File: src/rtl/rra_pkg.sv
// shared types and constants for the rate request aggregator
`default_nettype none

package rra_pkg;

    localparam int unsigned RATE_W = 32;
    localparam int unsigned REQ_W  = 2;

    localparam logic [RATE_W-1:0] RATE_ALL_ONES = {RATE_W{1'b1}};

    localparam logic ACT_SET_FLOOR   = 1'b0;
    localparam logic ACT_SET_CEILING = 1'b1;

    localparam logic STATUS_COMMITTED = 1'b0;
    localparam logic STATUS_REJECTED  = 1'b1;

    typedef enum logic [1:0] {
        ST_IDLE,
        ST_WALK,
        ST_FINISH
    } t_state;

    typedef struct packed {
        logic load;
        logic step;
        logic finish;
    } t_ctrl_cmd;

    typedef struct packed {
        logic last;
    } t_ctrl_sts;

endpackage

`default_nettype wire

File: src/rtl/rra_ctrl.sv
// controller state machine: accept, walk the stored entries, finish
`default_nettype none

module rra_ctrl import rra_pkg::*; (
    input  wire        i_clk,
    input  wire        i_rst_n,
    input  wire        i_start,
    output logic       o_busy,
    output logic       o_done,
    output t_ctrl_cmd  o_cmd,
    input  t_ctrl_sts  i_sts
);

    t_state r_state;
    t_state n_state;
    logic   accept;

    always_ff @(posedge i_clk) begin
        if (!i_rst_n) begin
            r_state <= ST_IDLE;
        end else begin
            r_state <= n_state;
        end
    end

    always_comb begin
        n_state       = r_state;
        o_busy        = 1'b0;
        o_done        = 1'b0;
        o_cmd         = '0;
        accept        = 1'b0;
        case (r_state)
            ST_IDLE: begin
                accept = i_start;
            end
            ST_WALK: begin
                o_busy     = 1'b1;
                o_cmd.step = 1'b1;
                if (i_sts.last) begin
                    n_state = ST_FINISH;
                end
            end
            ST_FINISH: begin
                // commit and report, and a new request may load at the same edge
                o_done       = 1'b1;
                o_cmd.finish = 1'b1;
                accept       = i_start;
                n_state      = ST_IDLE;
            end
            default: begin
                n_state = ST_IDLE;
            end
        endcase
        if (accept) begin
            o_cmd.load = 1'b1;
            n_state    = ST_WALK;
        end
    end

endmodule

`default_nettype wire

File: src/rtl/rra_datapath.sv
// request store, running max/min over the entries and commit logic
`default_nettype none

module rra_datapath import rra_pkg::*; #(
    parameter int unsigned NUM_REQUESTERS = 4
) (
    input  wire              i_clk,
    input  wire              i_rst_n,
    input  t_ctrl_cmd        i_cmd,
    output t_ctrl_sts        o_sts,
    input  wire              i_action,
    input  wire [REQ_W-1:0]  i_requester,
    input  wire [RATE_W-1:0] i_rate_value,
    output logic             o_status,
    output logic [RATE_W-1:0] o_target_rate,
    output logic [RATE_W-1:0] o_ceiling_rate
);

    localparam int unsigned CNT_W = (NUM_REQUESTERS > 1) ? $clog2(NUM_REQUESTERS) : 1;
    localparam logic [CNT_W-1:0] CNT_LAST = CNT_W'(NUM_REQUESTERS - 1);

    logic [RATE_W-1:0] r_floor [NUM_REQUESTERS];
    logic [RATE_W-1:0] r_ceil  [NUM_REQUESTERS];

    logic              r_action;
    logic [REQ_W-1:0]  r_req;
    logic [RATE_W-1:0] r_rate;
    logic [CNT_W-1:0]  r_cnt;
    logic [RATE_W-1:0] r_agg_floor;
    logic [RATE_W-1:0] r_agg_ceil;

    logic              req_valid;
    logic              hit;
    logic [RATE_W-1:0] cur_floor;
    logic [RATE_W-1:0] cur_ceil;
    logic              reject;
    logic              commit;

    assign req_valid = (32'(r_req) < NUM_REQUESTERS);
    assign hit       = req_valid && (32'(r_cnt) == 32'(r_req));

    // the new request stands in for the stored entry of its requester
    always_comb begin
        cur_floor = r_floor[r_cnt];
        cur_ceil  = r_ceil[r_cnt];
        if (hit) begin
            if (r_action == ACT_SET_FLOOR) begin
                cur_floor = r_rate;
            end else begin
                cur_ceil = r_rate;
            end
        end
    end

    assign o_sts.last = (r_cnt == CNT_LAST);

    always_ff @(posedge i_clk) begin
        if (i_cmd.load) begin
            r_action    <= i_action;
            r_req       <= i_requester;
            r_rate      <= i_rate_value;
            r_cnt       <= '0;
            r_agg_floor <= '0;
            r_agg_ceil  <= RATE_ALL_ONES;
        end else if (i_cmd.step) begin
            if (!o_sts.last) begin
                r_cnt <= r_cnt + CNT_W'(1);
            end
            if (cur_floor > r_agg_floor) begin
                r_agg_floor <= cur_floor;
            end
            if (cur_ceil < r_agg_ceil) begin
                r_agg_ceil <= cur_ceil;
            end
        end
    end

    assign reject = (r_agg_floor > r_agg_ceil);
    assign commit = i_cmd.finish && req_valid && !reject;

    always_ff @(posedge i_clk) begin
        for (int i = 0; i < NUM_REQUESTERS; i++) begin
            if (!i_rst_n) begin
                r_floor[i] <= '0;
                r_ceil[i]  <= RATE_ALL_ONES;
            end else if (commit && (32'(r_req) == 32'(i))) begin
                if (r_action == ACT_SET_FLOOR) begin
                    r_floor[i] <= r_rate;
                end else begin
                    r_ceil[i] <= r_rate;
                end
            end
        end
    end

    assign o_status       = reject ? STATUS_REJECTED : STATUS_COMMITTED;
    assign o_target_rate  = r_agg_floor;
    assign o_ceiling_rate = r_agg_ceil;

endmodule

`default_nettype wire

File: src/rtl/rate_request_aggregator_core.sv
// top level of the rate request aggregator: controller plus datapath
//
// channel   | ports                                          | handshake
// ----------+------------------------------------------------+---------------------------
// request   | i_action, i_requester, i_rate_value            | start high, busy low
// result    | o_status, o_target_rate, o_ceiling_rate        | o_done high for one cycle
//
// a request walks the NUM_REQUESTERS stored entries, one per cycle, then one
// finish cycle commits it and shows the result with o_done
// the next request may be taken in the finish cycle: NUM_REQUESTERS + 1 cycles
// per request, 5 with the default of four requesters
// synchronous active-low reset clears the store to floor zero, ceiling all ones
// the receiver cannot stall: every result is taken in the cycle it is shown
`default_nettype none

module rate_request_aggregator_core import rra_pkg::*; #(
    parameter int unsigned NUM_REQUESTERS = 4
) (
    input  wire               i_clk,
    input  wire               i_rst_n,
    input  wire               start,
    output logic              busy,
    input  wire               i_action,
    input  wire [REQ_W-1:0]   i_requester,
    input  wire [RATE_W-1:0]  i_rate_value,
    output logic              o_done,
    output logic              o_status,
    output logic [RATE_W-1:0] o_target_rate,
    output logic [RATE_W-1:0] o_ceiling_rate
);

    t_ctrl_cmd cmd;
    t_ctrl_sts sts;

    rra_ctrl u_ctrl (
        .i_clk   (i_clk),
        .i_rst_n (i_rst_n),
        .i_start (start),
        .o_busy  (busy),
        .o_done  (o_done),
        .o_cmd   (cmd),
        .i_sts   (sts)
    );

    rra_datapath #(
        .NUM_REQUESTERS (NUM_REQUESTERS)
    ) u_dp (
        .i_clk          (i_clk),
        .i_rst_n        (i_rst_n),
        .i_cmd          (cmd),
        .o_sts          (sts),
        .i_action       (i_action),
        .i_requester    (i_requester),
        .i_rate_value   (i_rate_value),
        .o_status       (o_status),
        .o_target_rate  (o_target_rate),
        .o_ceiling_rate (o_ceiling_rate)
    );

    // an accepted request always goes into the walk
    a_accept_walks: assert property (@(posedge i_clk) disable iff (!i_rst_n)
        (start && !busy) |=> busy)
        else $error("accepted request did not start the walk");

    // a result only ever follows the walk
    a_done_after_walk: assert property (@(posedge i_clk) disable iff (!i_rst_n)
        o_done |-> $past(busy))
        else $error("result strobe without a preceding walk");

    // the strobe lasts one cycle
    a_done_single: assert property (@(posedge i_clk) disable iff (!i_rst_n)
        o_done |=> !o_done)
        else $error("result strobe held for more than one cycle");

    // a rejection means the reported floor lies above the reported ceiling
    a_reject_consistent: assert property (@(posedge i_clk) disable iff (!i_rst_n)
        (o_done && (o_status == STATUS_REJECTED)) |-> (o_target_rate > o_ceiling_rate))
        else $error("rejected request with floor not above ceiling");

endmodule

`default_nettype wire

File: config.mk
export PLATFORM = sky130hd
export DESIGN_NAME = rate_request_aggregator_core
export DESIGN_NICKNAME = d
export VERILOG_FILES = /design/src/rtl/rra_pkg.sv /design/src/rtl/rra_ctrl.sv /design/src/rtl/rra_datapath.sv /design/src/rtl/rate_request_aggregator_core.sv
export SDC_FILE = /design/constraint.sdc
export NUM_CORES = 1
export LEC_CHECK = 0
export ABC_AREA = 1
export BUFFER_PORTS_ARGS = -buffer_cell sky130_fd_sc_hd__buf_2
export CELL_PAD_IN_SITES_DETAIL_PLACEMENT = 0
export CELL_PAD_IN_SITES_GLOBAL_PLACEMENT = 1
export CORE_MARGIN = 3
export CORE_UTILIZATION = 45
export CTS_BUF_LIST = sky130_fd_sc_hd__clkbuf_4
export CTS_CLUSTER_DIAMETER = 60
export DETAILED_ROUTE_END_ITERATION = 6
export PLACE_DENSITY = 0.84
export SLEW_MARGIN = 20
export SYNTH_ARGS = -nofsm -noshare
export SYNTH_HDL_FRONTEND = slang
export SYNTH_SLANG_ARGS = --single-unit
File: constraint.sdc
create_clock -name i_clk -period 8.3 [get_ports i_clk]
set_clock_uncertainty 0.2 [all_clocks]
set_input_delay 0.83 -clock i_clk [delete_from_list [all_inputs] [get_ports i_clk]]
set_output_delay 0.83 -clock i_clk [all_outputs]
set_load 0.05 [all_outputs]
== Yosys cells after proc, flatten, opt, wreduce, memory -nomap -nowiden ==
Memories as Yosys holds them, arrays and structs flattened. A register that Yosys moved wholly into a read port is not among the register bits.
Cells that the tools add are included.

* Flip-flop bits (word level): 103
* Word-level logic and storage cells: 101
* Input port bits: 38
* RAM bits: 256
* Output and inout bits: 67
* Memories kept: 2

{| class="wikitable"
|+ Memories
! name !! depth !! width !! read ports !! clocked after Yosys merged registers in !! write ports !! RTL line !! text
|-
| u_dp.r_ceil || 4 || 32 || 1 || 1 || 4 || rra_datapath.sv:23 || <nowiki>logic [RATE_W-1:0] r_ceil [NUM_REQUESTERS];</nowiki>
|-
| u_dp.r_floor || 4 || 32 || 1 || 1 || 4 || rra_datapath.sv:22 || <nowiki>logic [RATE_W-1:0] r_floor [NUM_REQUESTERS];</nowiki>
|}

* Multiplexer cells: 51
* $add $sub $neg: 1
* Bitwise operators: 11
* Equality and inequality tests: 10
* Order comparisons: 3
* Reductions and logical operators: 15

{| class="wikitable"
|+ Operator list
! operator !! number
|-
| $mux 32 || 12
|-
| $gt 32x32->1 || 2
|-
| $mux 1 || 33
|-
| $lt 32x32->1 || 1
|-
| $mux 2 || 5
|-
| $reduce_and 2->1 || 5
|-
| $eq 2x2->1 const B || 4
|-
| $or 1x1->1 || 8
|-
| $logic_and 1x1->1 || 5
|-
| $eq 2x1->1 const B || 2
|-
| $logic_not 2->1 || 2
|-
| $pmux 2 s2 || 1
|-
| $reduce_or 2->1 || 2
|-
| $ne 3x2->1 const B || 1
|-
| $not 1->1 || 3
|-
| $add 2x1->2 const B || 1
|-
| $eq 2x2->1 || 1
|-
| $ne 2x1->1 const B || 1
|-
| $ne 2x2->1 const B || 1
|-
| $logic_not 1->1 || 1
|}

== Depth between registers and ports, before layout ==
* Depth after elaboration: 8
* Mapped depth: 22
* Mapped depth without buffers: 20

== By module ==
A second synthesis with hierarchy kept.

* Cell total of the unflattened synthesis: 1797
* Area, all modules: 18116.1 um^2

{| class="wikitable"
|+ Modules (own cells, without submodules)
! module !! cells an instance !! times used !! area each (um^2) !! sequential area each (um^2)
|-
| rra_datapath || 1779 || 1 || 17998.5 || 10099.7
|-
| rra_ctrl || 18 || 1 || 117.6 || 40.0
|}

== Worst setup path before layout ==
Ideal clock, no wire load.

* Kind: register -> register
* Start: reg u_dp.r_agg_ceil[1] (netlist: u_dp.o_ceiling_rate[1])
* End: mem u_dp.r_ceil[2][0], enable pin
* Slack: 3.489 ns
* Setup time: 0.466 ns
* Buffers on the path: 0
* Arrival: 4.146 ns
* Clock period less this slack: 4.811 ns
* Cell stages (with the launch flop): 13
* Data required time: 7.634 ns
* Path through: dfxtp_1 > inv_1 > ha_1 > a21oi_1 > o21a_1 > nor2_1 > o21ai_1 > nand2_1 > nand2_1 > nand2_1 > nand2_1 > nand3_1 > o21ai_0

{| class="wikitable"
|+ RTL lines
! element !! RTL line !! text
|-
| start: declaration || rra_datapath.sv:30 || <nowiki>logic [RATE_W-1:0] r_agg_ceil;</nowiki>
|-
| start signal: assignment || rra_datapath.sv:73 || <nowiki>r_agg_ceil <= cur_ceil;</nowiki>
|-
| end: declaration || rra_datapath.sv:23 ||
|}

== Final worst setup path ==
* Start: reg u_dp.r_req[0]
* End: reg u_dp.r_agg_floor[5] (netlist: u_dp.o_target_rate[5])

* Word-level cells in the longest chain between the ends: 4

{| class="wikitable"
|+ RTL lines
! element !! RTL line !! text
|-
| start: declaration || rra_datapath.sv:26 || <nowiki>logic [REQ_W-1:0] r_req;</nowiki>
|-
| start signal: assignment || rra_datapath.sv:60 || <nowiki>r_req <= i_requester;</nowiki>
|-
| $eq 2x2->1 || rra_datapath.sv:40 || <nowiki>assign hit = req_valid && (32'(r_cnt) == 32'(r_req));</nowiki>
|-
| $mux 32 || rra_datapath.sv:46 || <nowiki>if (hit) begin</nowiki>
|-
| via u_dp.cur_floor[25] || rra_datapath.sv:34 || <nowiki>logic [RATE_W-1:0] cur_floor;</nowiki>
|-
| $gt 32x32->1 || rra_datapath.sv:69 || <nowiki>if (cur_floor > r_agg_floor) begin</nowiki>
|-
| $reduce_and 2->1 (no source line) || -- ||
|-
| end signal: assignment || rra_datapath.sv:70 || <nowiki>r_agg_floor <= cur_floor;</nowiki>
|-
| end: declaration || rra_datapath.sv:29 || <nowiki>logic [RATE_W-1:0] r_agg_floor;</nowiki>
|}

The timed path passes the listed nets, and every way through them passes these cells.
A chain may end at the register's enable or synchronous reset.

==> results.md <==
- The number of flops mapped to enable cells by yosys is 291.
- Clock-pin slew was measured on the worst setup and hold paths at approximately 0.07 ns.
- The first TritonRoute pass finished after 6 iterations.
- The number of levels in the clock H-tree is 3.
- Data on the critical path arrives at its endpoint at 5.72 ns.
- Measured along the y axis, the die boundary spans 205 um.
- The relative max-transition margin is 21.7%.
- The detailed router placed between 10000 and 15000 vias in this run.
- The final-report hold violation count is 0.
- The number of global-route vias before repair is approximately 14000.
- The count of endpoints failing setup in the final report is 0.
- The clock passes through at most 3 buffers.
- The routed wire length is between 50 and 60 mm.
- Synthesis inferred 361 register bits.
- Detailed placement ended at an HPWL of approximately 32 mm.
- Setup repair after global routing left no endpoint under its margin.
- The net count of the mapped netlist is 1884.
- The weighted congestion at the end of routability-driven global placement is about 0.87.
- Clock tree synthesis selected as its root buffer the cell clkbuf_4.
- For the worst-skew pair, the clock arrives at the later sink with an insertion delay of 0.78 ns.
- In this run the remaining antenna-violating nets after routing total 0.
- After detailed routing, the average wire length per cell comes to 20.9 um.
- STA puts the critical path data required time at 8.67 ns.
- Max-cap violations in this run came to 0.
- The biggest cell delay along the critical path is a little under 0.8 ns.
- The count of buffering cells on the critical path with inverters included is 2.
- The cell count after synthesis came out at 1750.
- After clock tree synthesis, the repair step resized 0 gates.
- The prevailing post-synth register cell is edfxtp_1.
- Cells fill 51.3% of the core in the end.
- Dividing the synthesized area by the synthesized cell count gives 10.2 um2.
- The floorplan die area is 42200 um2.
- In the routed layout, each cell is associated on average with a via count of approximately 5.8.
- Traced cell by cell, the critical path runs through xnor2_2 > nand3_2 > buf_4 > o21ai_0 > inv_1 > ha_1 > nand2_1 > or4_1 > nor2_1 > nand2_1 > nand3_2 > nand2_1 > nand2_1 > a21oi_1.
- The area inside the core boundary is 39000 um2.
- Based on the critical path, the design can be clocked at up to around 190 MHz.
- The first routing iteration left 1574 violations.
- The leakage power of the design is 7.53 nW.
- The top-level I/O count is roughly 110.
- The number of DRC violations after detailed routing is 0.
- Entering global routing, the biggest net connects 83 pins.
- The net count of the finished layout is ~2000.
- The tightest hold path in the finished design has a slack of about 0.041 ns.
- The yosys synthesis warning count is 0.
- Setup total negative slack on the finished layout was measured at 0 ns.
- The worst hold path belongs to the class primary input to register.
- The floorplan step set the die width to 205 um.
- The clock period could shrink to ~5.4 ns.
- The final critical path takes up 64.5% of the cycle.
- For this design the ratio of total power to cell area is 281 nW/um2.
- The cell at the slowest stage of the critical path is nand2_1.
- The number of distinct library cells after synthesis is 41.
- The mapped netlist covers 17900 um2.
- The first-pass GRT wire length is 78.2 mm.
- STA classifies the critical path startpoint as a register.
- The layout overhead on the synthesized area is 11.7%.
- During placement, the flow inserted port buffers numbering 104.
- For this configuration, the core starts out at a cell density of 45.9%.
- The number of antenna violations at the first check in global routing is 2.
- Summed over all layers, the global routing overflow is 0.
- Of all nets on the critical path, the largest fanout is 33.
- TritonCTS created 95 clock buffers.
- Among the stages of the critical path, the cell type that occurs most often is nand2_1.
- At the pin with the least slew margin, the transition time is around 1.2 ns.
- The aggregate global-route resource usage is 24.0%.
- The endpoint class of the critical path is a register.
- CTS saw 361 sinks.
- The number of setup buffers added after CTS is 0.
- The cell family contributing the most delay on the critical path is simple AND/OR/NAND/NOR gates.
- The flow ran to the end, and the final reports show no timing, DRC or antenna violations.
- The clock tree from TritonCTS is built.
- The final max-slew violation count is 0.
- The maximum ir drop on the vdd rail is 95.3 uV.
- The proportion of synthesized flip-flops having asynchronous set or reset is 0%.
- The critical path is of the register to register type.
- The post-route netlist has 15.9% of its cells at a drive strength greater than 1.
- The number of rows created at floorplan is 72.
- The sequential fraction of the synthesis area is 56.6%.
[state kept, by name, indices dropped and copies added (netlist names), named ones only]
register	cells
u_dp.r_floor	128
u_dp.r_rate	32
u_dp.r_cnt	2
u_ctrl.r_state	2
u_dp.r_action	1
u_dp.o_ceiling_rate	32
u_dp.r_req	2
u_dp.o_target_rate	32
u_dp.r_ceil	128
[routing by layer]
metal | track usage, % | up-vias | part of all wire [%]
li1 | - | 6583 | -
met4 | 8.25 | 2 | 2.5
met5 | 0 | - | 0.031
met2 | 37.6 | 672 | 46
met1 | 32.6 | 6733 | 41
met3 | 5.79 | 103 | 11
[cells in the final DEF (no fill, tap or decap), types with 14 or more instances in the layout]
master,Yosys,routed
o21ai_0,140,139
mux2i_1,63,63
buf_4,5,27
clkinv_1,1,14
edfxtp_1,291,291
ha_1,96,96
a21oi_1,79,79
clkbuf_4,0,146
nor3_1,133,133
o221ai_1,64,64
nor2_1,82,81
nand2_1,141,141
inv_1,182,182
buf_2,31,103
nand3_1,231,230
dfxtp_1,70,68
[stage by stage]
stage	total power, mW	cells	instance area (um2)	setup WS (ns)
3_5_place_dp	4.13	2274	18800	3.03
2_1_floorplan	3.62	1750	17900	3.49
4_1_cts	5.64	2440	20000	2.99
3_3_place_gp	4.09	2274	18800	3.16
6_report	5.62	2442	20000	2.95
5_1_grt	5.98	2442	20000	2.49
[final timing paths]
kind,startpoint,end,slack [ns],cells past startpoint
min reg2reg,u_dp.o_ceiling_rate[21]$_SDFFE_PP1P_,u_dp.o_ceiling_rate[21]$_SDFFE_PP1P_,0.28,2
max,u_dp.r_req[0]$_DFFE_PP_,u_dp.o_target_rate[5]$_SDFFE_PP0P_,2.95,14
max reg2reg,u_dp.r_req[0]$_DFFE_PP_,u_dp.o_target_rate[5]$_SDFFE_PP0P_,2.95,14
min,i_requester[0],u_dp.r_req[0]$_DFFE_PP_,0.04,1
[cell type report]
type                    count  area (um2)
diodes                      1        2.50
clock buffers             146        1100
clock inverters            17        63.8
fillers                  3491       19000
inverters                 188         707
multi-input cells        1077        6580
flip-flops and latches    361       10100
well taps                 518         648
repair buffers            134         758
[where the power goes]
group          total [mW]  internal (mW)  switching [mW]  leakage (nW)
sequential           2.25           2.08           0.164          3.10
combinational        1.87          0.554            1.31          3.73
clock                1.51          0.791           0.720         0.706
[cells in the mapped netlist, drive strengths merged, types with 46 or more instances]
master | n | area share, %
nor2 | 83 | 1.8
nor3 | 136 | 3.9
dfxtp | 70 | 7.8
nand2 | 143 | 3.1
nand3 | 233 | 6.6
o221ai | 64 | 3.1
clkbuf | 78 | 1.6
edfxtp | 291 | 49
a21oi | 79 | 2.2
buf | 46 | 1.4
o21ai | 142 | 4.0
ha | 96 | 6.7
mux2i | 63 | 3.5
inv | 187 | 3.9
[logic make-up after synthesis]
group	Yosys count	share of synthesized area (%)
buffers and inverters	312	6.99
DFF	361	56.6
AOI/OAI and AO/OA	298	9.91
muxes	63	3.52
xor gates and xnor gates	2	0.140
adders and majority gates	96	6.71
and+or+nand+nor	618	16.1
[what timing repair did]
item	in CTS	in global routing
hold endpoints to repair	3	1
hold buffers	3	1
setup endpoints to repair	0	0
[worst reg2reg max path, delay by kind of cell, from the launching register on]
kind	cells	cell delay (ns)
adder cells (fa/ha/maj)	1	0.33
XOR/XNOR	1	0.26
buffers and inverters	2	0.60
AND/OR/NAND/NOR	8	2.81
flip-flops	1	0.50
AO/OA/AOI/OAI	2	0.45
(Power assumes the default switching activity.)
